<file path="src/sv/tat_pkg.sv">
`timescale 1ns / 1ps
// ----------------------------------------------------------------------------
// tat_pkg
// Shared types, opcodes and constants of the triangle affine transform.
// ----------------------------------------------------------------------------
`default_nettype none

package tat_pkg;

    localparam logic [1:0] OP_TRANS = 2'd0;
    localparam logic [1:0] OP_SCALE = 2'd1;
    localparam logic [1:0] OP_ROT   = 2'd2;
    localparam logic [1:0] OP_NONE  = 2'd3;

    localparam int CORDIC_STEPS_DEF = 16;
    localparam int ATAN_LEN         = 24;

    localparam int unsigned TURN_UNITS = 23040;
    localparam int unsigned QUAD_UNITS = 5760;

    localparam logic signed [31:0] CORDIC_X0 = 32'sd652032874;
    localparam logic signed [31:0] ONE_Q30   = 32'sd1073741824;

    localparam int NUM_REGS = 6;

    localparam logic [2:0] REG_AX = 3'd0;
    localparam logic [2:0] REG_AY = 3'd1;
    localparam logic [2:0] REG_BX = 3'd2;
    localparam logic [2:0] REG_BY = 3'd3;
    localparam logic [2:0] REG_CX = 3'd4;
    localparam logic [2:0] REG_CY = 3'd5;

    localparam logic [15:0] RST_AX = 16'd150;
    localparam logic [15:0] RST_AY = 16'd50;
    localparam logic [15:0] RST_BX = 16'd100;
    localparam logic [15:0] RST_BY = 16'd100;
    localparam logic [15:0] RST_CX = 16'd200;
    localparam logic [15:0] RST_CY = 16'd100;

    typedef struct packed {
        logic [1:0]         op;
        logic signed [15:0] ox;
        logic signed [15:0] oy;
        logic [1:0]         quad;
        logic               rzero;
    } t_cmd;

    typedef struct packed {
        t_cmd               cmd;
        logic signed [31:0] c;
        logic signed [31:0] s;
    } t_trig;

    // arctangent in 2^-24 degree
    function automatic logic [29:0] f_atan(input logic [4:0] idx);
        logic [29:0] r;
        case (idx)
            5'd0:  r = 30'd754974720;
            5'd1:  r = 30'd445687602;
            5'd2:  r = 30'd235489088;
            5'd3:  r = 30'd119537938;
            5'd4:  r = 30'd60000934;
            5'd5:  r = 30'd30029717;
            5'd6:  r = 30'd15018523;
            5'd7:  r = 30'd7509720;
            5'd8:  r = 30'd3754917;
            5'd9:  r = 30'd1877466;
            5'd10: r = 30'd938734;
            5'd11: r = 30'd469367;
            5'd12: r = 30'd234684;
            5'd13: r = 30'd117342;
            5'd14: r = 30'd58671;
            5'd15: r = 30'd29335;
            5'd16: r = 30'd14668;
            5'd17: r = 30'd7334;
            5'd18: r = 30'd3667;
            5'd19: r = 30'd1833;
            5'd20: r = 30'd917;
            5'd21: r = 30'd458;
            5'd22: r = 30'd229;
            5'd23: r = 30'd115;
            default: r = 30'd0;
        endcase
        return r;
    endfunction

endpackage

`default_nettype wire

</file>
<file path="src/sv/tat_cordic.sv">
`timescale 1ns / 1ps
// ----------------------------------------------------------------------------
// tat_cordic
// Rotation-mode CORDIC, one iteration per stage, then quadrant fix-up.
// ----------------------------------------------------------------------------
`default_nettype none

module tat_cordic import tat_pkg::*; #(
    parameter int STEPS = CORDIC_STEPS_DEF
) (
    input  wire logic        i_clk,
    input  wire logic        i_rst_n,
    input  wire logic        i_valid,
    output logic             o_ready,
    input  t_cmd             i_cmd,
    input  wire logic [12:0] i_rem,
    output logic             o_valid,
    input  wire logic        i_ready,
    output t_trig            o_trig
);

    logic               r_v   [STEPS];
    t_cmd               r_cmd [STEPS];
    logic signed [31:0] r_x   [STEPS];
    logic signed [31:0] r_y   [STEPS];
    logic signed [32:0] r_z   [STEPS];
    logic               en    [STEPS+1];

    logic               r_vq;
    t_trig              r_trig;
    t_trig              n_trig;
    logic signed [31:0] cc, ss;

    assign o_ready = en[0];

    for (genvar i = 0; i < STEPS; i++) begin : g_step
        logic               v_in;
        t_cmd               c_in;
        logic signed [31:0] x_in, y_in, dx, dy;
        logic signed [32:0] z_in, at;

        if (i == 0) begin : g_first
            assign v_in = i_valid;
            assign c_in = i_cmd;
            assign x_in = CORDIC_X0;
            assign y_in = '0;
            assign z_in = $signed({2'b00, i_rem, 18'd0});
        end else begin : g_next
            assign v_in = r_v[i-1];
            assign c_in = r_cmd[i-1];
            assign x_in = r_x[i-1];
            assign y_in = r_y[i-1];
            assign z_in = r_z[i-1];
        end

        assign en[i] = !r_v[i] || en[i+1];
        assign dx    = y_in >>> i;
        assign dy    = x_in >>> i;
        assign at    = $signed({3'b000, f_atan(5'(i))});

        always_ff @(posedge i_clk) begin
            if (!i_rst_n) begin
                r_v[i] <= 1'b0;
            end else if (en[i]) begin
                r_v[i] <= v_in;
            end
        end

        always_ff @(posedge i_clk) begin
            if (en[i]) begin
                r_cmd[i] <= c_in;
                if (!z_in[32]) begin
                    r_x[i] <= x_in - dx;
                    r_y[i] <= y_in + dy;
                    r_z[i] <= z_in - at;
                end else begin
                    r_x[i] <= x_in + dx;
                    r_y[i] <= y_in - dy;
                    r_z[i] <= z_in + at;
                end
            end
        end
    end

    assign en[STEPS] = !r_vq || i_ready;

    assign cc = r_cmd[STEPS-1].rzero ? ONE_Q30 : r_x[STEPS-1];
    assign ss = r_cmd[STEPS-1].rzero ? '0 : r_y[STEPS-1];

    always_comb begin
        n_trig.cmd = r_cmd[STEPS-1];
        case (r_cmd[STEPS-1].quad)
            2'd1: begin
                n_trig.c = -ss;
                n_trig.s = cc;
            end
            2'd2: begin
                n_trig.c = -cc;
                n_trig.s = -ss;
            end
            2'd3: begin
                n_trig.c = ss;
                n_trig.s = -cc;
            end
            default: begin
                n_trig.c = cc;
                n_trig.s = ss;
            end
        endcase
    end

    always_ff @(posedge i_clk) begin
        if (!i_rst_n) begin
            r_vq <= 1'b0;
        end else if (en[STEPS]) begin
            r_vq <= r_v[STEPS-1];
        end
    end

    always_ff @(posedge i_clk) begin
        if (en[STEPS]) begin
            r_trig <= n_trig;
        end
    end

    assign o_valid = r_vq;
    assign o_trig  = r_trig;

endmodule

`default_nettype wire

</file>
<file path="config.mk">
export PLATFORM = sky130hd
export DESIGN_NAME = tat_cordic
export DESIGN_NICKNAME = d
export VERILOG_FILES = /design/src/sv/tat_pkg.sv /design/src/sv/tat_cordic.sv
export SDC_FILE = /design/constraint.sdc
export NUM_CORES = 2
export LEC_CHECK = 0
export BUFFER_PORTS_ARGS = -buffer_cell sky130_fd_sc_hd__buf_2
export CAP_MARGIN = 10
export CORE_ASPECT_RATIO = 1.4
export CORE_UTILIZATION = 40
export DETAILED_ROUTE_END_ITERATION = 8
export GPL_ROUTABILITY_DRIVEN = 0
export MAX_ROUTING_LAYER = met4
export SKIP_LAST_GASP = 1
export SLEW_MARGIN = 30
export SYNTH_ARGS = -nofsm -noshare
export SYNTH_HDL_FRONTEND = slang
export SYNTH_SLANG_ARGS = --single-unit
</file>
<file path="constraint.sdc">
create_clock -name i_clk -period 8.8 [get_ports i_clk]
set_input_delay 0.44 -clock i_clk [delete_from_list [all_inputs] [get_ports i_clk]]
set_output_delay 0.44 -clock i_clk [all_outputs]
set_load 0.01 [all_outputs]
</file>
* After elaboration in Yosys (flattened, before gate mapping)
Memories as Yosys holds them, arrays and structs flattened.
Cells that the tools add are included.
** Word-level totals
- Bits in registers :: 102
- Memory bits (writable) :: 2160
- Memories kept :: 5
** Cells by class
- Add/subtract/negate cells :: 93
- Equal/unequal tests :: 3
- Multiplexer cells :: 219
- Bitwise operators :: 61
- Reductions and logical operators :: 34
** Memory list
- r_cmd :: depth 16, bits a word 37, read ports 16, clocked after Yosys merged registers in 0, wr ports 16, RTL line tat_cordic.sv:23 : t_cmd r_cmd [STEPS];
- r_z :: depth 16, bits a word 33, read ports 15, clocked after Yosys merged registers in 0, wr ports 16, RTL line tat_cordic.sv:26 : logic signed [32:0] r_z [STEPS];
- r_x :: depth 16, bits a word 32, read ports 16, clocked after Yosys merged registers in 0, wr ports 16, RTL line tat_cordic.sv:24 : logic signed [31:0] r_x [STEPS];
- r_y :: depth 16, bits a word 32, read ports 16, clocked after Yosys merged registers in 0, wr ports 16, RTL line tat_cordic.sv:25 : logic signed [31:0] r_y [STEPS];
- r_v :: depth 16, bits a word 1, read ports 16, clocked after Yosys merged registers in 0, wr ports 16, RTL line tat_cordic.sv:22 : logic r_v [STEPS];
** Operator list (number)
- $mux W32 :: 32
- $mux W33 :: 15
- $pmux W64 S3 :: 1
- $mux W1 :: 171
- $add A32 B17 Y32 :: 2
- $add A32 B18 Y32 :: 2
- $add A32 B19 Y32 :: 2
- $add A32 B20 Y32 :: 2
- $add A32 B21 Y32 :: 2
- $add A32 B22 Y32 :: 2
- $add A32 B23 Y32 :: 2
- $add A32 B24 Y32 :: 2
- $add A32 B25 Y32 :: 2
- $add A32 B26 Y32 :: 2
- $add A32 B27 Y32 :: 2
- $add A32 B28 Y32 :: 2
- $add A32 B29 Y32 :: 2
- $add A32 B30 Y32 :: 2
- $add A32 B31 Y32 :: 2
- $neg A32 Y32 :: 2
- $sub A32 B17 Y32 :: 2
- $sub A32 B18 Y32 :: 2
- $sub A32 B19 Y32 :: 2
- $sub A32 B20 Y32 :: 2
- other kinds (47) :: 151

* Longest topological paths before layout
- Word-level depth :: 22
- Depth in mapped cells :: 26

* Worst setup path before layout
OpenSTA, ideal clock, no wires.
- Path type :: input to register
- From :: input port i_ready
- To :: memory r_y[4][28] (netlist: r_y[0][156]), data pin
- Library setup time :: 259 ps
- Data arrival time :: 7594 ps
- Required time :: 8541 ps
- Setup slack :: 948 ps
- Cell stages on the path :: 25
- Buffers on the path :: 4
- Cell sequence :: and3b_1 -> buf_2 -> and3_2 -> inv_2 -> clkbuf_1 -> nor2_1 -> nand2_1 -> nand2_1 -> inv_1 -> clkbuf_1 -> buf_1 -> nor2_1 -> xnor2_1 -> ha_1 -> a21o_1 -> a21oi_1 -> o21a_1 -> o31ai_1 -> a21boi_1 -> o32ai_1 -> a41o_1 -> or4_1 -> a31o_2 -> a21oi_1 -> xnor2_1
** RTL lines
- start, declared :: RTL line tat_cordic.sv:18 : input wire logic i_ready,
- end, declared :: RTL line tat_cordic.sv:25

==> impl_metrics.yaml <==
outcome:
  status: "finished clean"
clock_network:
  cts_root_buf: "clkbuf_16"
  cts_tree: "yes"
  cts_resized: 0
  clkLatencyLatePin_ns: 0.93
  cts_buffers: 216
  path_clk_slew_ns: 0.07
  clk_path_buf_depth: 4
  htreeDepth: 4
  postCtsSetupRepairBufs: 0
  cts_sinks: 2015
worst_setup_path:
  crit_fanout: 27
  critPathKind: "flop to flop"
  cp_cell_sequence: "and3_1 > nand4_1 > nor2_1 > and3_1 > buf_4 > inv_2 > nand2_2 > inv_2 > a21oi_1 > xor2_1 > ha_1 > o21a_1 > o21ai_0 > o41ai_1 > o21ai_0 > a31oi_1 > nand2b_1 > a31oi_1 > o21a_1 > nor2_1 > xnor2_1"
  end_kind: "flop"
  worstSetupStartpointType: "flop"
  critPathRequiredTime_ns: 9.46
  crit_family: "compound AO/OA/AOI/OAI gates"
  critPathMaxStageDelay_ns: 0.98
  arrival_ns: 7.51
  slowest_stage: "o41ai_1"
  worst-path-buf-inv: 3
routing:
  wl_per_cell_um: 19.0
  first_iter_violations: 4693
  routed_wl_mm: 330
  firstDrtPassIters: 6
  ant_nets: 0
  vias_per_cell: 5.42
  drcViolationCount: 0
  num_vias: 94400
timing:
  setup_viol: 0
  layout_min_cycle_time_ns: 6.85
  rsz0062_at_grt: "no"
  hold_violations: 0
  fin_skew_ns: 0.136
  finalCritPeriodShare_pct: 77.9
  worst_hold_slack_ns: 0.107
  maxSlewViolCount: 0
  tightestPinTransition_ns: 1.07
  setup_tns_ns: 0
  maxSlewHeadroom_pct: 27.9
  fmax_mhz: 146
logic_synthesis:
  async_flop_share_pct: 0
  syn-instance-count: 12500
  synth_top_area_share_pct: 45.3
  seq_area_frac_synth_pct: 45.4
  synth_top_cell_by_area: "edfxtp_1"
  synth_area_leaders: "edfxtp_1, ha_1, xnor2_1, a21oi_1, xor2_1"
  synth_flop_cell: "edfxtp_1"
  synth_edf_count: 2013
  synth_warnings: 0
  synth_cell_types: 98
  avgSynthCellArea_um2: 10.7
  ys_ff_latch: 2015
  synthesis.area_mm2: 0.133
die:
  die_area_mm2: 0.336
  fp.dieH_um: 685
  initial_core_util_pct: 40.2
  core_mm2: 0.332
  io_pins: 157
  rows: 250
  die_x_um: 490
global_routing:
  grt_max_degree: 105
  grt_overflow: 0
  antenna_found_initial: 11
  first_global_vias: 93800
  grt_use_total_pct: 19.7
  grt_pass1_wl_mm: 511
cells_and_area:
  area_delta_synth_final_pct: 10.7
  drive_above_1_share_pct: 6.01
  layout.nets: 14200
place:
  portBuffers: 156
  dp_hpwl_mm: 263
run:
  cap_violations: 0
worst_hold_path:
  hold_class: "input port to flop"
[cells by family (layout without fill, tap and decap cells)]
group	Yosys count	after routing	share of synthesized area, %
muxes	94	94	0.747
AOI/OAI and AO/OA	3637	3637	17.4
DFF	2015	2015	45.4
other	1	12	0.00281
buffers and inverters	690	1176	1.95
xor gates and xnor gates	1657	1657	10.9
adders and majority gates	1300	1300	12.4
and+or+nand+nor	3122	3122	11.3
[cells in the final DEF (no fill, tap or decap), types with 276 or more instances in the layout]
master	n
edfxtp_1	2013
o21ai_0	648
a21oi_1	1170
xor2_1	560
nor3_1	276
a21o_1	505
nor2_1	938
xnor2_1	1096
ha_1	1260
inv_1	453
nand2_1	709
[synth_stat cells (47+ instances only)]
library cell,number
and2_1,64
a21boi_0,50
a211oi_1,99
nand3_1,189
xor2_1,560
mux2i_1,50
o41ai_1,47
nor4_1,79
o21ai_0,648
a21oi_1,1170
or2_2,49
a21o_1,505
nor2_1,938
nand4_1,80
clkbuf_1,174
nand2_1,723
o21bai_1,148
o211ai_1,59
inv_1,470
o31ai_1,168
a31oi_1,82
or3_1,128
o21ai_1,56
xnor2_1,1097
and3_1,115
nor2b_1,160
edfxtp_1,2013
ha_1,1260
nor3_1,276
o21a_1,222
nand2b_1,202
[metrics by stage]
step           instance area, um2  util (%)  cells  worst slack, ns
2_1_floorplan              133000         -  12500            0.948
3_3_place_gp               140000      42.1  17000             2.10
3_5_place_dp               140000      42.1  17000             2.03
4_1_cts                    148000      44.5  17400             2.11
5_1_grt                    148000      44.5  17400             1.60
6_report                   148000      44.5  17400             1.95
[worst reg2reg max path, delay by kind of cell, from the launching register on]
kind	cells	cell delay [ns]
AOI/OAI and AO/OA	8	2.77
and+or+nand+nor	7	2.23
buffers and inverters	3	0.70
DFF	1	0.38
adders and majority gates	1	0.34
xor gates and xnor gates	2	0.21
[area by class of cell]
type / instances / area [um2]
clock buffer: 236 / 5520
antenna: 10 / 25.0
sequential: 2015 / 60500
inverter: 482 / 1820
fill: 31300 / 184000
timing repair buffer: 301 / 2010
tap: 4410 / 5520
clock inverter: 157 / 1800
multi-input combinational: 9812 / 70400
[layer usage]
| metal | part of all wire [%] | GRT usage, % | vias up |
|---|---|---|---|
| li1 | - | - | 47400 |
| met1 | 35 | 18.4 | 44500 |
| met2 | 54 | 37.9 | 1654 |
| met3 | 2.8 | 1.99 | 878 |
| met4 | 7.4 | 12.8 | 0 |
| met5 | 0 | - | - |
[sequential cells by signal (all words and copies together) (netlist names)]
signal,flops
r_x,447
r_z,409
r_y,449
r_cmd,592
o_valid,1
o_trig,101
r_v,16
[worst paths after layout]
check	start	depth (start not counted)	slack [ns]	endpoint
min	i_rem[7]	4	0.11	r_z[0][25]$_DFFE_PP_
max reg2reg	r_v[1][2]$_DFFE_PP_	21	1.95	r_x[0][126]$_DFFE_PP_
max	r_v[1][2]$_DFFE_PP_	21	1.95	r_x[0][126]$_DFFE_PP_
min reg2reg	r_cmd[1][183]$_DFFE_PP_	0	0.38	r_cmd[1][220]$_DFFE_PP_
[what timing repair did]
| action | CTS | global route |
|---|---|---|
| endpoints found under the setup margin | 0 | 0 |
| hold endpoints to repair | 52 | 0 |
| hold buffers | 53 | 0 |
Power is left out: the tool's default activity adds up to more than one toggle a clock period on the data nets, which glitch-free logic cannot reach.
