==> src/sv/tat_pkg.sv <==
`timescale 1ns / 1ps
// ----------------------------------------------------------------------------
// tat_pkg
// Shared types, opcodes and constants of the triangle affine transform.
// ----------------------------------------------------------------------------
`default_nettype none

package tat_pkg;

    localparam logic [1:0] OP_TRANS = 2'd0;
    localparam logic [1:0] OP_SCALE = 2'd1;
    localparam logic [1:0] OP_ROT   = 2'd2;
    localparam logic [1:0] OP_NONE  = 2'd3;

    localparam int CORDIC_STEPS_DEF = 16;
    localparam int ATAN_LEN         = 24;

    localparam int unsigned TURN_UNITS = 23040;
    localparam int unsigned QUAD_UNITS = 5760;

    localparam logic signed [31:0] CORDIC_X0 = 32'sd652032874;
    localparam logic signed [31:0] ONE_Q30   = 32'sd1073741824;

    localparam int NUM_REGS = 6;

    localparam logic [2:0] REG_AX = 3'd0;
    localparam logic [2:0] REG_AY = 3'd1;
    localparam logic [2:0] REG_BX = 3'd2;
    localparam logic [2:0] REG_BY = 3'd3;
    localparam logic [2:0] REG_CX = 3'd4;
    localparam logic [2:0] REG_CY = 3'd5;

    localparam logic [15:0] RST_AX = 16'd150;
    localparam logic [15:0] RST_AY = 16'd50;
    localparam logic [15:0] RST_BX = 16'd100;
    localparam logic [15:0] RST_BY = 16'd100;
    localparam logic [15:0] RST_CX = 16'd200;
    localparam logic [15:0] RST_CY = 16'd100;

    typedef struct packed {
        logic [1:0]         op;
        logic signed [15:0] ox;
        logic signed [15:0] oy;
        logic [1:0]         quad;
        logic               rzero;
    } t_cmd;

    typedef struct packed {
        t_cmd               cmd;
        logic signed [31:0] c;
        logic signed [31:0] s;
    } t_trig;

    // arctangent in 2^-24 degree
    function automatic logic [29:0] f_atan(input logic [4:0] idx);
        logic [29:0] r;
        case (idx)
            5'd0:  r = 30'd754974720;
            5'd1:  r = 30'd445687602;
            5'd2:  r = 30'd235489088;
            5'd3:  r = 30'd119537938;
            5'd4:  r = 30'd60000934;
            5'd5:  r = 30'd30029717;
            5'd6:  r = 30'd15018523;
            5'd7:  r = 30'd7509720;
            5'd8:  r = 30'd3754917;
            5'd9:  r = 30'd1877466;
            5'd10: r = 30'd938734;
            5'd11: r = 30'd469367;
            5'd12: r = 30'd234684;
            5'd13: r = 30'd117342;
            5'd14: r = 30'd58671;
            5'd15: r = 30'd29335;
            5'd16: r = 30'd14668;
            5'd17: r = 30'd7334;
            5'd18: r = 30'd3667;
            5'd19: r = 30'd1833;
            5'd20: r = 30'd917;
            5'd21: r = 30'd458;
            5'd22: r = 30'd229;
            5'd23: r = 30'd115;
            default: r = 30'd0;
        endcase
        return r;
    endfunction

endpackage

`default_nettype wire

==> src/sv/tat_angle.sv <==
`timescale 1ns / 1ps
// ----------------------------------------------------------------------------
// tat_angle
// Two stages: angle modulo one turn, then quadrant and remainder split.
// ----------------------------------------------------------------------------
`default_nettype none

module tat_angle import tat_pkg::*; (
    input  wire logic               i_clk,
    input  wire logic               i_rst_n,
    input  wire logic               i_valid,
    output logic                    o_ready,
    input  wire logic [1:0]         i_op,
    input  wire logic signed [15:0] i_ox,
    input  wire logic signed [15:0] i_oy,
    output logic                    o_valid,
    input  wire logic               i_ready,
    output t_cmd                    o_cmd,
    output logic [12:0]             o_rem
);

    logic        r_va, r_vb;
    t_cmd        r_cmd_a, r_cmd_b;
    logic [14:0] r_m;
    logic [12:0] r_rem;
    logic        en_a, en_b;
    logic signed [17:0] s_t;
    logic [16:0] t;
    logic [16:0] n_m;
    logic [14:0] m_q;
    logic [1:0]  n_quad;
    t_cmd        n_cmd_a, n_cmd_b;

    assign en_b    = !r_vb || i_ready;
    assign en_a    = !r_va || en_b;
    assign o_ready = en_a;

    assign s_t = 18'(i_ox) + 18'sd46080;
    assign t   = s_t[16:0];

    always_comb begin
        if (t >= 17'(3 * TURN_UNITS)) begin
            n_m = t - 17'(3 * TURN_UNITS);
        end else if (t >= 17'(2 * TURN_UNITS)) begin
            n_m = t - 17'(2 * TURN_UNITS);
        end else if (t >= 17'(TURN_UNITS)) begin
            n_m = t - 17'(TURN_UNITS);
        end else begin
            n_m = t;
        end
    end

    always_comb begin
        if (r_m >= 15'(3 * QUAD_UNITS)) begin
            n_quad = 2'd3;
            m_q    = r_m - 15'(3 * QUAD_UNITS);
        end else if (r_m >= 15'(2 * QUAD_UNITS)) begin
            n_quad = 2'd2;
            m_q    = r_m - 15'(2 * QUAD_UNITS);
        end else if (r_m >= 15'(QUAD_UNITS)) begin
            n_quad = 2'd1;
            m_q    = r_m - 15'(QUAD_UNITS);
        end else begin
            n_quad = 2'd0;
            m_q    = r_m;
        end
    end

    always_comb begin
        n_cmd_a       = '0;
        n_cmd_a.op    = i_op;
        n_cmd_a.ox    = i_ox;
        n_cmd_a.oy    = i_oy;
        n_cmd_b       = r_cmd_a;
        n_cmd_b.quad  = n_quad;
        n_cmd_b.rzero = (m_q == 15'd0);
    end

    always_ff @(posedge i_clk) begin
        if (!i_rst_n) begin
            r_va <= 1'b0;
            r_vb <= 1'b0;
        end else begin
            if (en_a) begin
                r_va <= i_valid && (i_op != OP_NONE);
            end
            if (en_b) begin
                r_vb <= r_va;
            end
        end
    end

    always_ff @(posedge i_clk) begin
        if (en_a) begin
            r_cmd_a <= n_cmd_a;
            r_m     <= n_m[14:0];
        end
        if (en_b) begin
            r_cmd_b <= n_cmd_b;
            r_rem   <= m_q[12:0];
        end
    end

    assign o_valid = r_vb;
    assign o_cmd   = r_cmd_b;
    assign o_rem   = r_rem;

endmodule

`default_nettype wire

==> config.mk <==
export PLATFORM = sky130hd
export DESIGN_NAME = tat_angle
export DESIGN_NICKNAME = d
export VERILOG_FILES = /design/src/sv/tat_pkg.sv /design/src/sv/tat_angle.sv
export SDC_FILE = /design/constraint.sdc
export NUM_CORES = 1
export LEC_CHECK = 0
export BUFFER_PORTS_ARGS = -buffer_cell sky130_fd_sc_hd__buf_2
export CORE_AREA = 2 2 85 87
export CTS_BUF_LIST = sky130_fd_sc_hd__clkbuf_4 sky130_fd_sc_hd__clkbuf_8
export CTS_CLUSTER_DIAMETER = 150
export DETAILED_ROUTE_END_ITERATION = 7
export DIE_AREA = 0 0 87 89
export PLACE_DENSITY = 0.89
export SKIP_CTS_REPAIR_TIMING = 1
export SYNTH_ARGS = -nofsm -noshare
export SYNTH_HDL_FRONTEND = slang
export SYNTH_SLANG_ARGS = --single-unit
==> constraint.sdc <==
create_clock -name i_clk -period 7.3 [get_ports i_clk]
set_input_delay 0.73 -clock i_clk [delete_from_list [all_inputs] [get_ports i_clk]]
set_output_delay 0.73 -clock i_clk [all_outputs]
set_load 0.03 [all_outputs]
Word level (Yosys, flattened, before mapping). Cells that the tools add are included.

Bits in registers: 101. Output and inout bits: 52. Word-level logic and storage cells: 42.

Add/subtract/negate cells: 7. Order comparisons: 6. Equality and inequality tests: 1. Muxes and demuxes: 8. Reductions and logical operators: 7.

Operators by type and width (number): $mux 15 (6); $sub 15x14->15 const B (2); $sub 15x15->15 const B (2); $add 16x17->17 const B (1); $ge 17x15->1 const B (1); $ge 17x16->1 const B (1); $ge 17x17->1 const B (1); $ge 15x13->1 const B (1); $ge 15x14->1 const B (1); $ge 15x15->1 const B (1); $logic_not 15->1 (1); $sub 15x12->15 const B (1); $sub 15x13->15 const B (1); $logic_not 1->1 (2); $logic_or 1x1->1 (2); $mux 1 (2); $ne 2x2->1 const B (1); $reduce_or 2->1 (1); $logic_and 1x1->1 (1).

Logic depth before layout (Yosys ltp). Gate-level depths: netlist of run 1.

Depth in word-level cells: 5. Mapped depth: 10. Depth with buffers taken out: 10.

Worst setup path after synthesis of run 1. No wires, ideal clock.

Path kind: input -> register. Start point: input port i_ox[10]. End point: register r_m[12] (data pin). Setup time: 0.259 ns. Arrival: 2.437 ns. Data required time: 7.041 ns. Setup slack: 4.604 ns. Stages: 10. Path buffers: 1. Cell sequence: buf_2 inv_1 ha_1 nor2b_1 a211o_1 nor4b_1 nor2b_1 a22oi_1 a22oi_1 xnor2_1.

Longest elaborated chain between the ends: 5.

Ends and longest elaborated chain: from (decl) (RTL line tat_angle.sv:14) `input wire logic signed [15:0] i_ox,`; $add 16x17->17 (*) (RTL line tat_angle.sv:38) `assign s_t = 18'(i_ox) + 18'sd46080;`; $sub 15x15->15 or $ge 17x15->1 (tied branches) (RTL line tat_angle.sv:47, tat_angle.sv:46); $mux 15 (RTL line tat_angle.sv:46) `end else if (t >= 17'(TURN_UNITS)) begin`; $mux 15 (RTL line tat_angle.sv:44) `end else if (t >= 17'(2 * TURN_UNITS)) begin`; $mux 15 (*) (RTL line tat_angle.sv:42) `if (t >= 17'(3 * TURN_UNITS)) begin`; net n_m[12] (RTL line tat_angle.sv:29) `logic [16:0] n_m;`; to (signal assigned) (RTL line tat_angle.sv:96) `r_m <= n_m[14:0];`; to (decl) (RTL line tat_angle.sv:24) `logic [14:0] r_m;`.

The timed path passes the listed nets; every way through them passes the cells marked *. A chain may end at the register's enable or synchronous reset.

==> results of run 1 <==
-- stage by stage --
step	cell area (µm²)	power [mW]	std cells	worst slack, ns	utilization (%)
after detailed placement	4410	0.960	440	4.16	65.7
after global routing	4610	1.32	456	4.14	68.7
after floorplan	3980	0.887	286	4.60	-
final	4610	1.27	456	4.34	68.7
after CTS	4610	1.28	456	4.37	68.7
after global placement	4410	0.950	440	4.25	65.7
-- cells by family after synthesis --
logic type	after synthesis	synth area share [%]
buf+inv	31	4.46
compound gates	58	11.3
flops	85	63.6
simple gates	88	13.8
mux	1	0.283
fa+ha+maj	13	4.09
xor+xnor	10	2.39
-- layer usage --
layer / routed length, µm / up-vias / track usage, %
met5: 0 / - / 0
met4: 146 / 0 / 8.10
met3: 452 / 11 / 3.60
met2: 3760 / 124 / 35.7
met1: 3220 / 1258 / 25.8
li1: - / 1259 / -
-- final timing paths --
path	depth (start not counted)	to	slack (ns)	startpoint
max	8	o_cmd[0]	4.34	n_cmd_b[27]
max reg2reg	8	o_cmd[0]	4.34	n_cmd_b[27]
min	0	o_cmd[33]	0.43	n_cmd_b[33]
min reg2reg	0	o_cmd[33]	0.43	n_cmd_b[33]
-- sequential cells by signal (all words and copies together), names as in the netlist --
signal	flops
n_cmd_b	34
o_cmd	37
o_rem	6
o_valid	1
r_m	6
r_va	1
-- power by group through the flow --
| stage | clock network, mW | registers, mW | logic (mW) |
|---|---|---|---|
| after floorplan | 0 | 0.704 | 0.182 |
| after global placement | 0 | 0.645 | 0.304 |
| after detailed placement | 0 | 0.649 | 0.311 |
| after CTS | 0.326 | 0.638 | 0.312 |
| after global routing | 0.342 | 0.645 | 0.338 |
| final | 0.318 | 0.637 | 0.314 |
-- placed cells by master, fill, tap and decap left out, types with 4 or more instances in the layout --
cell type / instances
nand3_1: 6
and3_1: 4
nor3_1: 12
a21oi_1: 5
xnor2_1: 7
nor2_1: 15
nor2b_1: 6
o21ai_0: 12
inv_1: 14
clkbuf_8: 9
ha_1: 13
edfxtp_1: 83
nand2b_1: 4
buf_2: 89
nand2_1: 9
-- final cells by class --
type                    count  area (µm²)  share of cell area, %
repair buffers             90         453                   9.82
well taps                  80         100                   2.17
clock buffers               9         124                   2.69
multi-input cells         170        1270                   27.6
inverters                  15        56.3                   1.22
clock inverters             7        75.1                   1.63
flip-flops and latches     85        2530                   54.9
==> impl_metrics.yaml, run 1 <==
status:
  status: "completed"
power:
  combPwrFrac_pct: 24.7
  cellLeakagePower_nw: 1.88
  power_density_nw_per_um2: 275
  p_seq_share_pct: 50.2
  swShare_pct: 33.4
  intPower_mw: 0.845
  power_switching_mw: 0.424
  irDropWorstVdd_uv: 147
  clkPwrFrac_pct: 25.1
route:
  drt_iter0_drc: 223
  via_per_inst: 5.82
  drtAntennaViolNets: 0
  post_drt_wl_per_cell_um: 16.6
  num_vias: 2652
  drt_first_pass_iters: 5
  wirelength_um: 7580
  drc_errors: 0
worst_hold_path:
  hp-class: "reg -> reg"
timing:
  finalSetupViolCount: 0
  fmax_ghz: 0.338
  fin_setup_tns_ns: 0
  slew_violations: 0
  hold_viol: 0
  finClkSkew_ns: 0.0140
  max_slew_margin_pct: 36.8
  worst_slew_pin_slew_ns: 0.944
  rsz0062_at_grt: "false"
  period_minus_slack_ns: 2.96
  fin_crit_sh_pct: 40.5
  hold_ws_ns: 0.425
clock_network:
  clk_pin_slew_ns: 0.10
  clock_path_buffers: 2
  root_buffer: "clkbuf_8"
  htreeDepth: 3
  cts_buffers: 9
  numClockSinks: 85
  clock_latency_ns: 0.35
  cts_tree: "yes"
yosys:
  synth-seq-cells: 85
  synth_nets: 337
  synth_most_common_cell: "edfxtp_1"
  async_flop_share_pct: 0
  ys_types: 73
  ys.flop_type: "edfxtp_1"
  yosysTopAreaCellShare_pct: 62.6
  yosys_warnings: 0
  synth_area_leaders: "edfxtp_1 63%, ha_1 4.1%, buf_4 1.7%, xnor2_1 1.5%, nor3_1 1.5%"
  avgSynthCellArea_um2: 13.9
  synth_edf_count: 83
  synthesis.area_um2: 3980
  yosysTopAreaCell: "edfxtp_1"
  synth_commonest_cells: "83 x edfxtp_1, 15 x nor2_1, 14 x inv_1"
  yosysSeqAreaShare_pct: 63.6
  syn_inst: 286
die:
  die_area_um2: 7740
  core_area_um2: 6720
  io-pin-count: 90
  die_w_um: 87
  die_h_um: 89
  rows: 30
  start_util_pct: 59.2
worst_setup_path:
  worstSetupEndpointType: "flip-flop"
  crit_required_ns: 7.47
  start_kind: "flip-flop"
  critPathTopFamily: "compound AO/OA/AOI/OAI gates"
  crit_arrival_ns: 3.13
  slowest_delay_ns: 0.53
  critPathSlowestCell: "edfxtp_1"
  path_class: "reg -> reg"
  worst-path-buf-inv: 0
  crit_chain: "ha_1 -> a2111o_1 -> o21a_2 -> and3_1 -> a211o_2 -> xor2_1 -> o2111ai_1 -> nor4b_2"
  worst-path-max-fanout: 8
global_routing:
  antenna_found_initial: 0
  grt_max_degree: 44
  grt_remaining_overflow: 0
  grt_usage_pct: 20.6
  grt_pass1_vias: 2516
  grt_pass1_wl_um: 12100
run:
  cap_violations: 0
place:
  gp_congestion: 0.910
  hpwl_um: 5620
  portBuffers: 89
layout:
  nFillCells: 462
  num_antenna_cells: 0
  drive_above_1_share_pct: 33.8
  nets: 422
  syn_to_final_growth_pct: 15.9
No activity file was read; power rests on OpenSTA's default activity.
==> run 2, diff against run 1 <==
CORE_AREA = 2 2 88 90   (was 2 2 85 87)
DIE_AREA = 0 0 90 92   (was 0 0 87 89)
PLACE_DENSITY = 0.84   (was 0.89)
clock period = 3.04 ns   (was 7.3 ns; I/O delays follow)
==> run 2 against run 1 <==
Effect of this change: fmax grew 2.7%; design area grew 1.1%; clock-buffer cell count is the same; first-iteration DRC count grew 4.9%; critical path type unchanged; critical endpoint unchanged.
==> impl_metrics.yaml, run 2 (synthesis gave the netlist of run 1 again) <==
clock_network:
  root_buffer: "clkbuf_8"
  clk_pin_slew_ns: 0.10
  htreeDepth: 3
  cts_buffers: 9
  numClockSinks: 85
  clock_path_buffers: 2
  cts_tree: "yes"
  clock_latency_ns: 0.37
global_routing:
  antenna_found_initial: 0
  grt_pass1_vias: 2585
  grt_pass1_wl_um: 13000
  grt_max_degree: 37
  grt_remaining_overflow: 0
  grt_usage_pct: 20.4
route:
  wirelength_um: 7880
  drtAntennaViolNets: 0
  post_drt_wl_per_cell_um: 16.3
  wl_met2_um: 3930
  dr_wl_met3_um: 544
  via_per_inst: 5.55
  num_vias: 2677
  wl_met1_um: 3230
  drc_errors: 0
  drt_first_pass_iters: 4
  drt_iter0_drc: 234
  highest-signal-layer: "met4"
timing:
  fin_setup_tns_ns: 0
  max_slew_margin_pct: 62.3
  hold_viol: 0
  finClkSkew_ns: 0.0137
  fin_crit_sh_pct: 94.7
  fmax_ghz: 0.347
  finalSetupViolCount: 0
  period_minus_slack_ns: 2.88
  worst_slew_pin_slew_ns: 0.564
  slew_violations: 0
  rsz0062_at_grt: "false"
die:
  rows: 32
  core_area_um2: 7450
  die_h_um: 92
  io-pin-count: 90
  die_area_um2: 8280
  start_util_pct: 53.4
  die_w_um: 90
power:
  power_switching_mw: 1.03
  intPower_mw: 2.03
  clkPwrFrac_pct: 24.6
  irDropWorstVdd_uv: 248
  power_density_nw_per_um2: 656
  combPwrFrac_pct: 25.8
  p_seq_share_pct: 49.6
  swShare_pct: 33.6
  cellLeakagePower_nw: 1.90
worst_setup_path:
  worstSetupEndpointType: "flip-flop"
  critPathSlowestCell: "edfxtp_1"
  path_class: "reg -> reg"
  crit_arrival_ns: 3.06
  crit_required_ns: 3.22
  slowest_delay_ns: 0.52
  crit_chain: "ha_1 -> a2111o_1 -> o21a_2 -> and3_1 -> a211o_2 -> xor2_1 -> o2111ai_1 -> nor4b_2"
  start_kind: "flip-flop"
  worst-path-max-fanout: 8
layout:
  num_antenna_cells: 0
  postLayoutCellArea_um2: 4660
  largest_reg_flops: 37
  mostFrequentLayoutCell: "buf_2"
  drive_above_1_share_pct: 34.5
  nets: 426
  syn_to_final_growth_pct: 17.2
  nFillCells: 567
  final_cell_mix: "89 x buf_2, 83 x edfxtp_1, 15 x nor2_1"
run:
  cap_violations: 0
place:
  hpwl_um: 5950
  portBuffers: 89
  place_area_um2: 4470
  gp_congestion: 0.985
worst_hold_path:
  hp-class: "in -> reg"
status:
  status: "completed"
[run 2: changes by cell type in the layout (fill, tap and decap cells not counted), sizes merged]
cell      change
clkinvlp      -1
clkinv        +1
buf           +4
[run 2: cell type report]
class | instances | area [µm²] | share of cell area [%]
Multi-Input combinational cell | 170 | 1270 | 27.3
Inverter | 15 | 56.3 | 1.21
Timing Repair Buffer | 94 | 483 | 10.4
Clock inverter | 7 | 67.6 | 1.45
Sequential cell | 85 | 2530 | 54.3
Tap cell | 102 | 128 | 2.74
Clock buffer | 9 | 124 | 2.66
[run 2: power groups by stage]
stage / clock network (mW) / registers [mW] / logic, mW
after floorplan: 0 / 1.69 / 0.438
after global placement: 0 / 1.54 / 0.782
after detailed placement: 0 / 1.55 / 0.785
after CTS: 0.765 / 1.52 / 0.787
after global routing: 0.818 / 1.54 / 0.855
final: 0.753 / 1.52 / 0.789
[run 2: through the flow]
step,cells,total power [mW],utilization [%],setup slack (ns),hold slack [ns]
2_1_floorplan,286,2.13,-,0.438,0.400
3_3_place_gp,466,2.32,60.0,0.296,0.401
3_5_place_dp,466,2.33,60.0,0.229,0.405
4_1_cts,482,3.07,62.6,0.195,0.0953
5_1_grt,482,3.21,62.6,0.0428,0.0845
6_report,482,3.06,62.6,0.161,0.104
[run 2: per-layer routing]
| layer | up-vias | GRT usage, % |
|---|---|---|
| li1 | 1275 | - |
| met5 | - | 0 |
| met1 | 1255 | 25.8 |
| met3 | 17 | 5.51 |
| met4 | 0 | 8.21 |
| met2 | 130 | 33.6 |
[run 2: final timing paths]
check,cells past startpoint,slack (ns),to,startpoint
worst max register to register,8,0.16,o_cmd[0],n_cmd_b[27]
worst min register to register,0,0.43,o_cmd[13],n_cmd_b[13]
worst min-delay path,1,0.10,n_cmd_b[10],i_oy[7]
worst max-delay path,8,0.16,o_cmd[0],n_cmd_b[27]
[run 2: critical path: cells and delay by family (launching register included)]
| kind | cells | cell delay [ns] |
|---|---|---|
| AOI/OAI and AO/OA | 4 | 1.23 |
| DFF | 1 | 0.52 |
| and+or+nand+nor | 2 | 0.48 |
| adders and majority gates | 1 | 0.30 |
| xor gates and xnor gates | 1 | 0.17 |
==> run 3, diff against run 2 <==
CORE_AREA = 2 2 85 87   (was 2 2 88 90)
DIE_AREA = 0 0 87 89   (was 0 0 90 92)
PLACE_DENSITY = 0.89   (was 0.84)
clock period = 3.55 ns   (was 3.04 ns; I/O delays follow)
==> run 3 against run 2 <==
Effect of this change: design area is 0.78% lower; clock skew is 0.0018 ns lower; die area is 6.5% lower; sequential share of layout area is 0.43 points higher; non-clock buffer count is 4 lower; flip-flop and latch count stayed put; global-route usage is 1.5 points higher; total power is 14% lower; core utilization is 6.2 points higher; critical path depth stayed put; routed wire length hardly changed; fmax is 0.63% lower.
==> impl_metrics.yaml, run 3 (synthesis gave the netlist of run 1 again) <==
status:
  status: "completed"
timing:
  rsz0062_at_grt: "false"
  slew_violations: 0
  finalSetupViolCount: 0
  fin_crit_sh_pct: 81.6
  hold_viol: 0
  worst_slew_pin_slew_ns: 0.930
  period_minus_slack_ns: 2.90
  max_slew_margin_pct: 37.8
  fin_setup_tns_ns: 0
  fmax_ghz: 0.345
  hold_ws_ns: 0.159
  finClkSkew_ns: 0.0119
clock_network:
  clk_pin_slew_ns: 0.10
  clock_latency_ns: 0.36
  root_buffer: "clkbuf_8"
  numClockSinks: 85
  clock_path_buffers: 2
  htreeDepth: 3
  cts_tree: "yes"
  cts_buffers: 9
worst_setup_path:
  worstSetupEndpointType: "flip-flop"
  regToRegSetupSlack_ns: 0.65
  path_class: "reg -> reg"
  critPathSlowestCell: "edfxtp_1"
  critPathTopFamily: "compound AO/OA/AOI/OAI gates"
  worst-path-max-fanout: 8
  crit_required_ns: 3.74
  crit_chain: "ha_1 -> a2111o_1 -> o21a_2 -> and3_1 -> a211o_2 -> xor2_1 -> o2111ai_1 -> nor4b_2"
  crit_arrival_ns: 3.08
  start_kind: "flip-flop"
  worst-path-buf-inv: 0
  slowest_delay_ns: 0.52
global_routing:
  grt_max_degree: 43
  grt_usage_pct: 21.9
  grt_pass1_wl_um: 12700
  antenna_found_initial: 0
  grt_remaining_overflow: 0
  grt_pass1_vias: 2606
place:
  portBuffers: 89
  hpwl_um: 5800
  dp_cells: 440
  gp_congestion: 0.995
  place_area_um2: 4410
route:
  post_drt_wl_per_cell_um: 17.3
  drt_iter0_drc: 206
  drtAntennaViolNets: 0
  num_vias: 2712
  drt_first_pass_iters: 5
  wirelength_um: 7890
  drc_errors: 0
  via_per_inst: 5.95
die:
  io-pin-count: 90
  start_util_pct: 59.2
  rows: 30
  die_area_um2: 7740
  die_h_um: 89
  die_w_um: 87
  core_area_um2: 6720
worst_hold_path:
  hp-class: "in -> reg"
layout:
  largest_reg_flops: 37
  syn_to_final_growth_pct: 16.3
  mostFrequentLayoutCell: "buf_2"
  utilization_pct: 68.9
  finalNonFillerCells: 456
  num_antenna_cells: 0
  postLayoutCellArea_um2: 4630
  final_cell_mix: "89 x buf_2, 83 x edfxtp_1, 15 x nor2_1"
  drive_above_1_share_pct: 33.8
  nets: 422
power:
  irDropWorstVdd_uv: 263
  cellLeakagePower_nw: 1.89
  power_density_nw_per_um2: 571
run:
  cap_violations: 0
## run 3: cell count changes in the layout (fill, tap and decap cells not counted), sizes merged
cell    previous run  this run
clkinv             3         4
buf               94        90
inv               19        18
## run 3: worst reg2reg max path, delay by kind of cell, from the launching register on
kind | cells | cell delay [ns]
AOI/OAI and AO/OA | 4 | 1.24
and+or+nand+nor | 2 | 0.47
DFF | 1 | 0.52
xor gates and xnor gates | 1 | 0.21
adders and majority gates | 1 | 0.30
## run 3: final cells by class
cell class                      count  area, µm²
Clock buffer                        9        124
Clock inverter                      7       88.8
Timing Repair Buffer               90        453
Multi-Input combinational cell    170       1270
Inverter                           15       56.3
Tap cell                           80        100
Fill cell                         448       2090
Sequential cell                    85       2530
## run 3: final timing paths
check,startpoint,endpoint,cells past startpoint
worst max-delay path,n_cmd_b[27],o_cmd[0],8
worst min-delay path,i_oy[4],n_cmd_b[7],1
worst max register to register,n_cmd_b[27],o_cmd[0],8
worst min register to register,n_cmd_b[17],o_cmd[17],0
## run 3: per-layer routing
layer  wire, µm  up-vias  share of wire (%)  GRT usage, %
met4        163        0                2.1          8.95
li1           -     1263                  -             -
met1       3170     1286                 40          27.1
met2       3960      147                 50          37.6
met3        585       16                7.4          4.62
met5          0        -                  0             0
## run 3: per-stage QoR
stage	setup WS, ns	power, mW
floorplan	0.948	1.82
global placement	0.801	1.97
detailed placement	0.717	1.98
CTS	0.701	2.65
global route	0.567	2.77
finish	0.653	2.64
## run 3: power by group
part           switching, mW  total (mW)  leakage (nW)  internal, mW
sequential            0.0802        1.31         0.891          1.23
combinational          0.427       0.655         0.893         0.227
clock                  0.391       0.676         0.106         0.285
total                  0.899        2.64          1.89          1.74
